[src/sv/s5x_pkg.sv]
package s5x_pkg;

	// One beat of the table body stream
	typedef struct packed {
		logic [7:0] data_byte;
		logic       last_byte;
	} s5x_in_beat_t;

	// One beat of the result stream
	typedef struct packed {
		logic [1:0]  status;
		logic [17:0] sleep_type_a;
		logic [17:0] sleep_type_b;
	} s5x_out_beat_t;

	localparam logic [1:0] ST_OK     = 2'd0;
	localparam logic [1:0] ST_ABSENT = 2'd1;
	localparam logic [1:0] ST_PARSE  = 2'd2;
	localparam logic [1:0] ST_TRUNC  = 2'd3;

	localparam logic [7:0] CHR_UNDERSCORE = 8'h5F;
	localparam logic [7:0] CHR_S          = 8'h53;
	localparam logic [7:0] CHR_5          = 8'h35;
	localparam logic [7:0] CHR_BACKSLASH  = 8'h5C;
	localparam logic [7:0] OP_NAME        = 8'h08;
	localparam logic [7:0] OP_PACKAGE     = 8'h12;
	localparam logic [7:0] OP_BYTE_PREFIX = 8'h0A;

endpackage

[src/sv/s5x_in_stage.sv]
module s5x_in_stage
	import s5x_pkg::*;
(
	input  logic         clk,
	input  logic         arst_n,
	input  logic         src_valid,
	output logic         src_ready,
	input  s5x_in_beat_t src_beat,
	input  logic         advance,
	output logic         valid_s1,
	output s5x_in_beat_t beat_s1
);

	logic vld_s1;

	// Take a new beat when empty or when the held beat leaves this cycle
	assign src_ready = !vld_s1 || advance;
	assign valid_s1  = vld_s1;

	always_ff @(posedge clk or negedge arst_n) begin
		if (!arst_n) begin
			vld_s1 <= 1'b0;
		end else if (src_valid && src_ready) begin
			vld_s1 <= 1'b1;
		end else if (advance) begin
			vld_s1 <= 1'b0;
		end
	end

	always_ff @(posedge clk) begin
		if (src_valid && src_ready) begin
			beat_s1 <= src_beat;
		end
	end

endmodule

[src/sv/s5x_parser.sv]
module s5x_parser
	import s5x_pkg::*;
#(
	parameter int SLEEP_SHIFT = 10
) (
	input  logic          clk,
	input  logic          arst_n,
	input  logic          step,
	input  s5x_in_beat_t  beat,
	output logic          emit,
	output s5x_out_beat_t result
);

	localparam logic [2:0] PH_SEARCH  = 3'd0;
	localparam logic [2:0] PH_OPCODE  = 3'd1;
	localparam logic [2:0] PH_PKGLEN  = 3'd2;
	localparam logic [2:0] PH_SKIP    = 3'd3;
	localparam logic [2:0] PH_A_FIRST = 3'd4;
	localparam logic [2:0] PH_A_VALUE = 3'd5;
	localparam logic [2:0] PH_B_FIRST = 3'd6;
	localparam logic [2:0] PH_B_VALUE = 3'd7;

	localparam int          HIST_DEPTH = 5;
	localparam logic [2:0]  HIST_FULL  = 3'(HIST_DEPTH);

	logic [7:0] hist_q [HIST_DEPTH];
	logic [2:0] fill_q;
	logic [2:0] phase_q;
	logic [2:0] skip_q;
	logic [7:0] type_a_q;
	logic       sent_q;

	logic [7:0] hist_d [HIST_DEPTH];
	logic [2:0] fill_d;
	logic [2:0] phase_d;
	logic [2:0] skip_d;
	logic [7:0] type_a_d;
	logic       sent_d;

	logic [7:0] c;
	logic       name_hit;
	logic       prefix_ok;

	assign c = beat.data_byte;

	assign name_hit = (fill_q >= 3'd3) && (c == CHR_UNDERSCORE) && (hist_q[0] == CHR_5)
		&& (hist_q[1] == CHR_S) && (hist_q[2] == CHR_UNDERSCORE);
	assign prefix_ok = ((fill_q >= 3'd4) && (hist_q[3] == OP_NAME))
		|| ((fill_q >= 3'd5) && (hist_q[4] == OP_NAME) && (hist_q[3] == CHR_BACKSLASH));

	always_comb begin
		hist_d   = hist_q;
		fill_d   = fill_q;
		phase_d  = phase_q;
		skip_d   = skip_q;
		type_a_d = type_a_q;
		sent_d   = sent_q;
		emit     = 1'b0;
		result   = '0;

		if (!sent_q) begin
			case (phase_q)
				PH_SEARCH: begin
					if (name_hit) begin
						if (prefix_ok) begin
							phase_d = PH_OPCODE;
						end else begin
							emit          = 1'b1;
							result.status = ST_PARSE;
						end
					end
				end
				PH_OPCODE: begin
					if (c == OP_PACKAGE) begin
						phase_d = PH_PKGLEN;
					end else begin
						emit          = 1'b1;
						result.status = ST_PARSE;
					end
				end
				PH_PKGLEN: begin
					skip_d  = {1'b0, c[7:6]} + 3'd1;
					phase_d = PH_SKIP;
				end
				PH_SKIP: begin
					skip_d = skip_q - 3'd1;
					if (skip_q == 3'd1) begin
						phase_d = PH_A_FIRST;
					end
				end
				PH_A_FIRST: begin
					if (c == OP_BYTE_PREFIX) begin
						phase_d = PH_A_VALUE;
					end else begin
						type_a_d = c;
						phase_d  = PH_B_FIRST;
					end
				end
				PH_A_VALUE: begin
					type_a_d = c;
					phase_d  = PH_B_FIRST;
				end
				PH_B_FIRST: begin
					if (c == OP_BYTE_PREFIX) begin
						phase_d = PH_B_VALUE;
					end else begin
						emit                = 1'b1;
						result.status       = ST_OK;
						result.sleep_type_a = 18'(type_a_q) << SLEEP_SHIFT;
						result.sleep_type_b = 18'(c) << SLEEP_SHIFT;
					end
				end
				default: begin
					emit                = 1'b1;
					result.status       = ST_OK;
					result.sleep_type_a = 18'(type_a_q) << SLEEP_SHIFT;
					result.sleep_type_b = 18'(c) << SLEEP_SHIFT;
				end
			endcase

			for (int k = HIST_DEPTH - 1; k > 0; k--) begin
				hist_d[k] = hist_q[k-1];
			end
			hist_d[0] = c;
			if (fill_q < HIST_FULL) begin
				fill_d = fill_q + 3'd1;
			end
			if (emit) begin
				sent_d = 1'b1;
			end
		end

		// Close out the body and re-arm; judge by the phase this byte leaves behind
		if (beat.last_byte) begin
			if (!sent_q && !emit) begin
				emit          = 1'b1;
				result.status = (phase_d == PH_SEARCH) ? ST_ABSENT : ST_TRUNC;
			end
			for (int k = 0; k < HIST_DEPTH; k++) begin
				hist_d[k] = '0;
			end
			fill_d   = '0;
			phase_d  = PH_SEARCH;
			skip_d   = '0;
			type_a_d = '0;
			sent_d   = 1'b0;
		end
	end

	always_ff @(posedge clk or negedge arst_n) begin
		if (!arst_n) begin
			for (int k = 0; k < HIST_DEPTH; k++) begin
				hist_q[k] <= '0;
			end
			fill_q   <= '0;
			phase_q  <= PH_SEARCH;
			skip_q   <= '0;
			type_a_q <= '0;
			sent_q   <= 1'b0;
		end else if (step) begin
			hist_q   <= hist_d;
			fill_q   <= fill_d;
			phase_q  <= phase_d;
			skip_q   <= skip_d;
			type_a_q <= type_a_d;
			sent_q   <= sent_d;
		end
	end

endmodule

[src/sv/acpi_s5_sleep_type_extractor.sv]
// Result path: the parser decides combinationally, and the result beat is loaded into the output
//   register on the edge that advances the deciding byte out of the input register.
// Throughput: one body byte per cycle while the output register is free or draining; while a finished
//   result waits there, the input register takes one more byte if it is empty, then stalls.
// Reset: arst_n clears the input and output valids and returns the parser to searching
//   with an empty byte history; the parser also re-arms itself after every last byte.
module acpi_s5_sleep_type_extractor
	import s5x_pkg::*;
#(
	parameter int SLEEP_SHIFT = 10
) (
	input  logic          clk,
	input  logic          arst_n,
	input  logic          src_valid,
	output logic          src_ready,
	input  s5x_in_beat_t  src_beat,
	output logic          dst_valid,
	input  logic          dst_ready,
	output s5x_out_beat_t dst_beat
);

	logic          valid_s1;
	s5x_in_beat_t  beat_s1;
	logic          advance;
	logic          emit;
	s5x_out_beat_t result;

	logic          out_valid_q;
	s5x_out_beat_t out_beat_q;

	// Advance the held byte whenever the output register is free or drains this cycle;
	// each byte yields at most one result, so this never drops one.
	assign advance = valid_s1 && (!out_valid_q || dst_ready);

	s5x_in_stage u_in_stage (
		.clk       (clk),
		.arst_n    (arst_n),
		.src_valid (src_valid),
		.src_ready (src_ready),
		.src_beat  (src_beat),
		.advance   (advance),
		.valid_s1  (valid_s1),
		.beat_s1   (beat_s1)
	);

	s5x_parser #(
		.SLEEP_SHIFT (SLEEP_SHIFT)
	) u_parser (
		.clk    (clk),
		.arst_n (arst_n),
		.step   (advance),
		.beat   (beat_s1),
		.emit   (emit),
		.result (result)
	);

	// Output register: load a new result, otherwise drop the beat once taken
	always_ff @(posedge clk or negedge arst_n) begin
		if (!arst_n) begin
			out_valid_q <= 1'b0;
		end else if (advance && emit) begin
			out_valid_q <= 1'b1;
		end else if (dst_ready) begin
			out_valid_q <= 1'b0;
		end
	end

	always_ff @(posedge clk) begin
		if (advance && emit) begin
			out_beat_q <= result;
		end
	end

	assign dst_valid = out_valid_q;
	assign dst_beat  = out_beat_q;

	// Sleep types are only carried on a successful parse
	a_types_zero_unless_ok: assert property (@(posedge clk) disable iff (!arst_n)
		dst_valid && (dst_beat.status != ST_OK)
		|-> (dst_beat.sleep_type_a == '0) && (dst_beat.sleep_type_b == '0))
		else $error("sleep types nonzero on a failing status");

	// Input stalls only when a byte is held and the result register is blocked
	a_stall_cause: assert property (@(posedge clk) disable iff (!arst_n)
		!src_ready |-> valid_s1 && dst_valid && !dst_ready)
		else $error("input stalled without a blocked result");

	// A waiting result must not be overwritten by a new one
	a_no_overwrite: assert property (@(posedge clk) disable iff (!arst_n)
		dst_valid && !dst_ready |-> !advance)
		else $error("parser advanced while a result was blocked");

endmodule
[config.mk]
export PLATFORM = sky130hd
export DESIGN_NAME = acpi_s5_sleep_type_extractor
export DESIGN_NICKNAME = d
export VERILOG_FILES = /design/src/sv/s5x_pkg.sv /design/src/sv/s5x_in_stage.sv /design/src/sv/s5x_parser.sv /design/src/sv/acpi_s5_sleep_type_extractor.sv
export SDC_FILE = /design/constraint.sdc
export NUM_CORES = 1
export LEC_CHECK = 0
export BUFFER_PORTS_ARGS = -buffer_cell sky130_fd_sc_hd__buf_2
export CAP_MARGIN = 20
export CELL_PAD_IN_SITES_DETAIL_PLACEMENT = 1
export CELL_PAD_IN_SITES_GLOBAL_PLACEMENT = 2
export CORE_MARGIN = 2
export CORE_UTILIZATION = 41
export DETAILED_ROUTE_END_ITERATION = 10
export GPL_TIMING_DRIVEN = 0
export PLACE_DENSITY = 0.89
export SYNTH_ARGS = -nofsm -noshare
export SYNTH_HDL_FRONTEND = slang
export SYNTH_SLANG_ARGS = --single-unit
export TNS_END_PERCENT = 20
[constraint.sdc]
create_clock -name clk -period 6.9 [get_ports clk]
set_input_delay 0.69 -clock clk [delete_from_list [all_inputs] [get_ports clk]]
set_output_delay 0.69 -clock clk [all_outputs]
set_load 0.02 [all_outputs]
==> qor.csv, run 1 <==
metric;value;unit
Max-Slew Margin vs Limit;0.4467;
crit path cell chain;ha_1 -> nand4b_1 -> nor4_1 -> nand4_1 -> o21a_1 -> nand2_1 -> o21a_1;
pre-CTS WS;3901;ps
DR WL/cell;17.64;microns
Final Skew;13.41;ps
nets@finish;415;
Achievable Freq;0.3374;GHz
Final Cycle Share;0.4295;
Detail Route met3 WL;296;microns
Final WS setup;3937;ps
GRT Util Overall;0.1862;
commonest cells after routing, fill and taps aside;dfrtp_1 (60), a22o_1 (39), buf_2 (34);
Seq pwr share;0.467;
largest net degree at the start of global routing;33;
Cells after DPL;511;
Max FO, Critical Path;18;
P_leak;2.072;nW
setup repair after global routing missed its margin;false;
cell area after synthesis;3989;sq um
slowest CP cell;o21a_1;
min Tclk post-route;2963;ps
Worst VDD drop;0.1440;mV
worst skew pair latency;360;ps
WP data required;6890;ps
drt total wl;9296;microns
global-route wire length before repair;14880;microns
Setup crit end kind;register;
Worst Path Arrival;2950;ps
Post CTS Setup Buffer Count;0;
dominant cells by area after synthesis;dfrtp_1 (38%), edfxtp_1 (20%), a22o_1 (8.6%);
Synth async-reset ratio;0.6897;
chip height;102.6;microns
Worst-Margin Slew;830.0;ps
Startpoint Class;register;
initial antenna violation count;0;
Hold Path Class;in -> async;
most common cell after layout, fill and taps aside;dfrtp_1;
most used cell, CP;o21a_1;
I/O pin count;53;
Net Sw Power;0.5703;mW
initial core utilization;0.4276;
post-synth cell types;51;
status;completed;
HPWL after DPL;6734;microns
post_cts resized;0;
Max Cap Viol;0;
internal power;1.044;mW
DR iter-0 viols;91;
Post-Syn Instances;330;
Buffers on Ports;32;
Antenna diodes;0;
DRC;0;
Post-Route Utilization;0.4963;
GR Overflow Total;0;
sw frac;0.3532;
cts hold-fix bufs;0;
M1 WL;4072;microns
ANT nets after route;0;
Die Span X;102.6;microns
Syn-to-layout area delta;16.06;%
Placer Congestion;0.7919;
top layer in use;met4;
detailed-route vias per instance;5.277;
syn_area_per_cell;12.09;sq um
layout cell share with drive strength beyond 1;0.1985;
slowest stage delay, CP;670;ps
via count;2781;
clk sinks;87;
Core ar.;9328;sq um
sequential area share after synthesis;0.5797;
root buffer cell;clkbuf_8;
Cell Rows;35;
Comb pwr share;0.293;
Worst Path Buf+Inv;0;
area share of the largest cell type after synthesis;0.3764;
die area;10530;sq um
WHS;339.9;ps
Clock transition at path regs;100;ps
Clock power frac;0.240;
cell taking the most area after synthesis;dfrtp_1;
Pwr Density;348.8;nW/um^2
final setup fails;0;
cts bufs inserted;9;
CTS tree;done;
1st-pass router iterations;4;
H-tree lvl count;3;
fillcell total;989;
critical path type;reg -> reg;
final cell count without fillers;527;
most used flip-flop cell after synthesis;dfrtp_1;
Max Slew Vio Count;0;
met2 wire len;4798;microns
number of global-route vias before repair;2883;
warnings from Yosys;0;
CP delay by family, top;compound AO/OA/AOI/OAI gates;
Fin. Hold Viols;0;
Sum Neg Setup Slack;0;ps
Post-synth EDFFs;27;
Clock Path Buffers;2;
synthesis-stage register bit count;87;
[state kept, by name, indices dropped and copies added (netlist names)]
name / flops
dst_beat: 18
dst_valid: 1
u_in_stage.beat_s1: 9
u_in_stage.valid_s1: 1
u_parser.fill_q: 3
u_parser.hist_q: 40
u_parser.phase_q: 3
u_parser.sent_q: 1
u_parser.skip_q: 3
u_parser.type_a_q: 8
[synthesized netlist by cell type, types with 4 or more instances]
cell type  count
nand2_1       18
edfxtp_1      27
nand4b_1       4
dfrtp_1       60
nor4_1         4
o31ai_1        4
and2_1        19
clkbuf_1      13
nor3b_1        4
o21ai_0       15
a21oi_1       11
ha_1           9
nor2_1         9
nand2b_1      13
buf_4         21
a22o_1        39
inv_1          9
o22ai_1        4
[path summary, 6_finish.rpt]
kind / startpoint / to / slack (ps) / cells past startpoint
max in group asynchronous: arst_n / u_parser.type_a_q[5] / 5940 / 2
hold reg to reg: u_parser.type_a_q[6] / u_parser.type_a_q[6] / 500 / 2
hold / removal: arst_n / u_parser.hist_q[0] / 340 / 1
min in group clk: u_parser.type_a_q[6] / u_parser.type_a_q[6] / 500 / 2
setup / recovery: u_in_stage.beat_s1[7] / dst_beat[15] / 3940 / 7
setup reg to reg: u_in_stage.beat_s1[7] / dst_beat[15] / 3940 / 7
[power by group through the flow]
stage	clock (mW)	sequential (mW)	combinational [mW]
after floorplan	0	0.763	0.318
after global placement	0	0.757	0.453
after detailed placement	0	0.764	0.474
after CTS	0.397	0.754	0.478
after global routing	0.416	0.771	0.527
final	0.387	0.755	0.473
[kinds of logic after synthesis]
kind of cell / share of synthesized area
and+or+nand+nor: 0.1528
AOI/OAI and AO/OA: 0.1719
DFF: 0.5797
buffers and inverters: 0.06650
adders and majority gates: 0.02823
other: 0.0009401
[cell type report]
class	count	area, sq um	area share
Buffer	38	231.5	0.05000
Clock buffer	13	202.7	0.04378
Clock inverter	3	25.02	0.005405
Inverter	9	33.78	0.007297
Multi-Input combinational cell	215	1483	0.3203
Sequential cell	87	2312	0.4995
Tap cell	129	161.4	0.03486
Timing Repair Buffer	33	180.2	0.03892
[metrics by stage]
step | total power, mW | area, sq um
global placement | 1.209 | 4382
detailed placement | 1.238 | 4402
CTS | 1.629 | 4629
floorplan | 1.080 | 4060
finish | 1.615 | 4629
global route | 1.713 | 4629
[routing by layer]
metal	GRT usage	up-vias
met5	0	-
met4	0.05846	0
met3	0.03525	10
met2	0.3172	51
met1	0.2409	1427
li1	-	1293
(Power assumes the default switching activity.)
==> run 2: changes to the inputs <==
--- a/config.mk
+++ b/config.mk
@@ -10,10 +10,10 @@
 export CELL_PAD_IN_SITES_DETAIL_PLACEMENT = 1
 export CELL_PAD_IN_SITES_GLOBAL_PLACEMENT = 2
 export CORE_MARGIN = 2
-export CORE_UTILIZATION = 41
+export CORE_UTILIZATION = 35
 export DETAILED_ROUTE_END_ITERATION = 10
 export GPL_TIMING_DRIVEN = 0
-export PLACE_DENSITY = 0.89
+export PLACE_DENSITY = 0.82
 export SYNTH_ARGS = -nofsm -noshare
 export SYNTH_HDL_FRONTEND = slang
 export SYNTH_SLANG_ARGS = --single-unit
==> constraint.sdc (replaced) <==
create_clock -name clk -period 2.54 [get_ports clk]
set_input_delay 0.254 -clock clk [delete_from_list [all_inputs] [get_ports clk]]
set_output_delay 0.254 -clock clk [all_outputs]
set_load 0.02 [all_outputs]
==> run 2 against run 1 <==
Combinational power grew to 2.8 times the previous value. Largest power group unchanged. Register-to-register slack lost 3800 ps. Final cell count grew 2.7%.
==> qor.csv, run 2 (synthesized netlist as in run 1, its figures left out) <==
metric;value;unit
cts bufs inserted;9;
Net Sw Power;1.596;mW
Antenna diodes;0;
I/O pin count;53;
CTS tree;done;
chip height;110.8;microns
Max FO, Critical Path;18;
Placer Congestion;0.7793;
detailed-route vias per instance;5.124;
Comb pwr share;0.282;
layout cell share with drive strength beyond 1;0.2070;
drt total wl;9489;microns
most common cell after layout, fill and taps aside;dfrtp_1;
clk sinks;87;
DR iter-0 viols;112;
Setup crit end kind;register;
min Tclk post-route;2439;ps
number of global-route vias before repair;3047;
Worst VDD drop;0.4293;mV
P_leak;2.119;nW
Pwr Density;976.6;nW/um^2
Final Cycle Share;0.9602;
Buffers on Ports;32;
Seq pwr share;0.442;
Core ar.;10980;sq um
critical path type;reg -> reg;
HPWL after DPL;6831;microns
Final WS setup;101.1;ps
commonest cells after routing, fill and taps aside;dfrtp_1 (60), a22o_1 (39), buf_2 (34);
DRC;0;
ANT nets after route;0;
global-route wire length before repair;15830;microns
status;completed;
internal power;3.028;mW
initial antenna violation count;0;
final cell count without fillers;541;
Clock power frac;0.275;
Cell Rows;38;
crit path from;u_in_stage.beat_s1[7];
Die Span X;110.8;microns
nets@finish;418;
largest net degree at the start of global routing;41;
setup repair after global routing missed its margin;false;
Max-Slew Margin vs Limit;0.6053;
hold path cells;1;
Final Skew;7.631;ps
pre-CTS WS;-239.2;ps
GR Overflow Total;0;
flop-to-flop setup slack;100;ps
Hold Path Class;in -> reg;
H-tree lvl count;3;
Clock transition at path regs;60;ps
via count;2772;
Fin. Hold Viols;0;
Max Cap Viol;0;
Startpoint Class;register;
Clock Path Buffers;2;
Max Slew Vio Count;0;
sw frac;0.3451;
1st-pass router iterations;4;
reg2reg end;dst_beat[14];
Largest register FFs;40;
Achievable Freq;0.4100;GHz
initial core utilization;0.3632;
Reg2Reg Depth;6;
root buffer cell;clkbuf_16;
die area;12270;sq um
worst skew pair latency;340;ps
Hold Startpoint;src_beat[5];
fillcell total;1184;
Worst Path Arrival;2510;ps
Largest Register;u_parser.hist_q;
Syn-to-layout area delta;18.70;%
Worst-Margin Slew;588.1;ps
GRT Util Overall;0.1633;
final setup fails;0;
Cells after DPL;522;
r2r startpoint;u_in_stage.beat_s1[7];
WP data required;2620;ps
hold endpoint;u_in_stage.beat_s1[5];
DR WL/cell;17.54;microns
## run 2: cell count changes in the layout (fill, tap and decap cells not counted), sizes merged
cell	change
clkinv	+3
dlygate4sd3	+1
clkinvlp	-1
buf	+2
inv	-1
clkbuf	-1
## run 2: worst max path at each step
stage                         to  slack, ps
global route        dst_beat[16]          6
finish              dst_beat[14]        100
floorplan           dst_beat[10]        270
detailed placement  dst_beat[32]       -240
CTS                 dst_beat[14]         10
global placement    dst_beat[35]       -200
## run 2: worst max-delay path, cell delays in order, from the launching register on
cell	delay, ps
edfxtp_1	490
inv_1	120
ha_1	160
or4b_4	480
o211ai_1	430
nand2_1	160
o21a_4	320
## run 2: area by class of cell
class | count | area [sq um] | area share
inverters | 9 | 33.78 | 0.007135
plain buffers | 38 | 231.5 | 0.04889
clock buffers | 12 | 256.5 | 0.05418
clock inverters | 4 | 28.78 | 0.006078
multi-input cells | 215 | 1491 | 0.3150
well taps | 140 | 175.2 | 0.03700
repair buffers | 36 | 205.2 | 0.04334
flip-flops and latches | 87 | 2312 | 0.4884
## run 2: power groups by stage
stage                     Sequential, mW  Clock, mW  Combinational [mW]
final                               2.04       1.27                1.31
after global placement              2.05          0                1.24
after floorplan                     2.07          0               0.864
after CTS                           2.05       1.30                1.31
after global routing                2.09       1.35                1.46
after detailed placement            2.07          0                1.30
## run 2: repair_timing
action,in CTS,in global routing
setup buffers,0,2
setup endpoints to repair,18,18
hold endpoints to repair,20,0
resized for setup,1,2
pin swaps,1,0
hold buffers,1,0
## run 2: layer usage
layer,wire length (microns),up-vias,GRT usage
li1,-,1304,-
met1,4397,1410,0.2118
met2,4640,47,0.2654
met3,285,11,0.03937
met4,165,0,0.06250
met5,0,-,0
## run 2: per-stage QoR
step | util | power [mW] | hold WS [ps] | instance area, sq um | setup TNS (ps)
after global placement | 0.4002 | 3.298 | 430.1 | 4395 | -3639
after CTS | 0.4290 | 4.658 | 73.65 | 4712 | 0
after floorplan | - | 2.935 | -41.59 | 4060 | 0
final | 0.4311 | 4.624 | 83.56 | 4735 | 0
after detailed placement | 0.4020 | 3.369 | 263.7 | 4415 | -4290
after global routing | 0.4311 | 4.902 | 79.61 | 4735 | 0
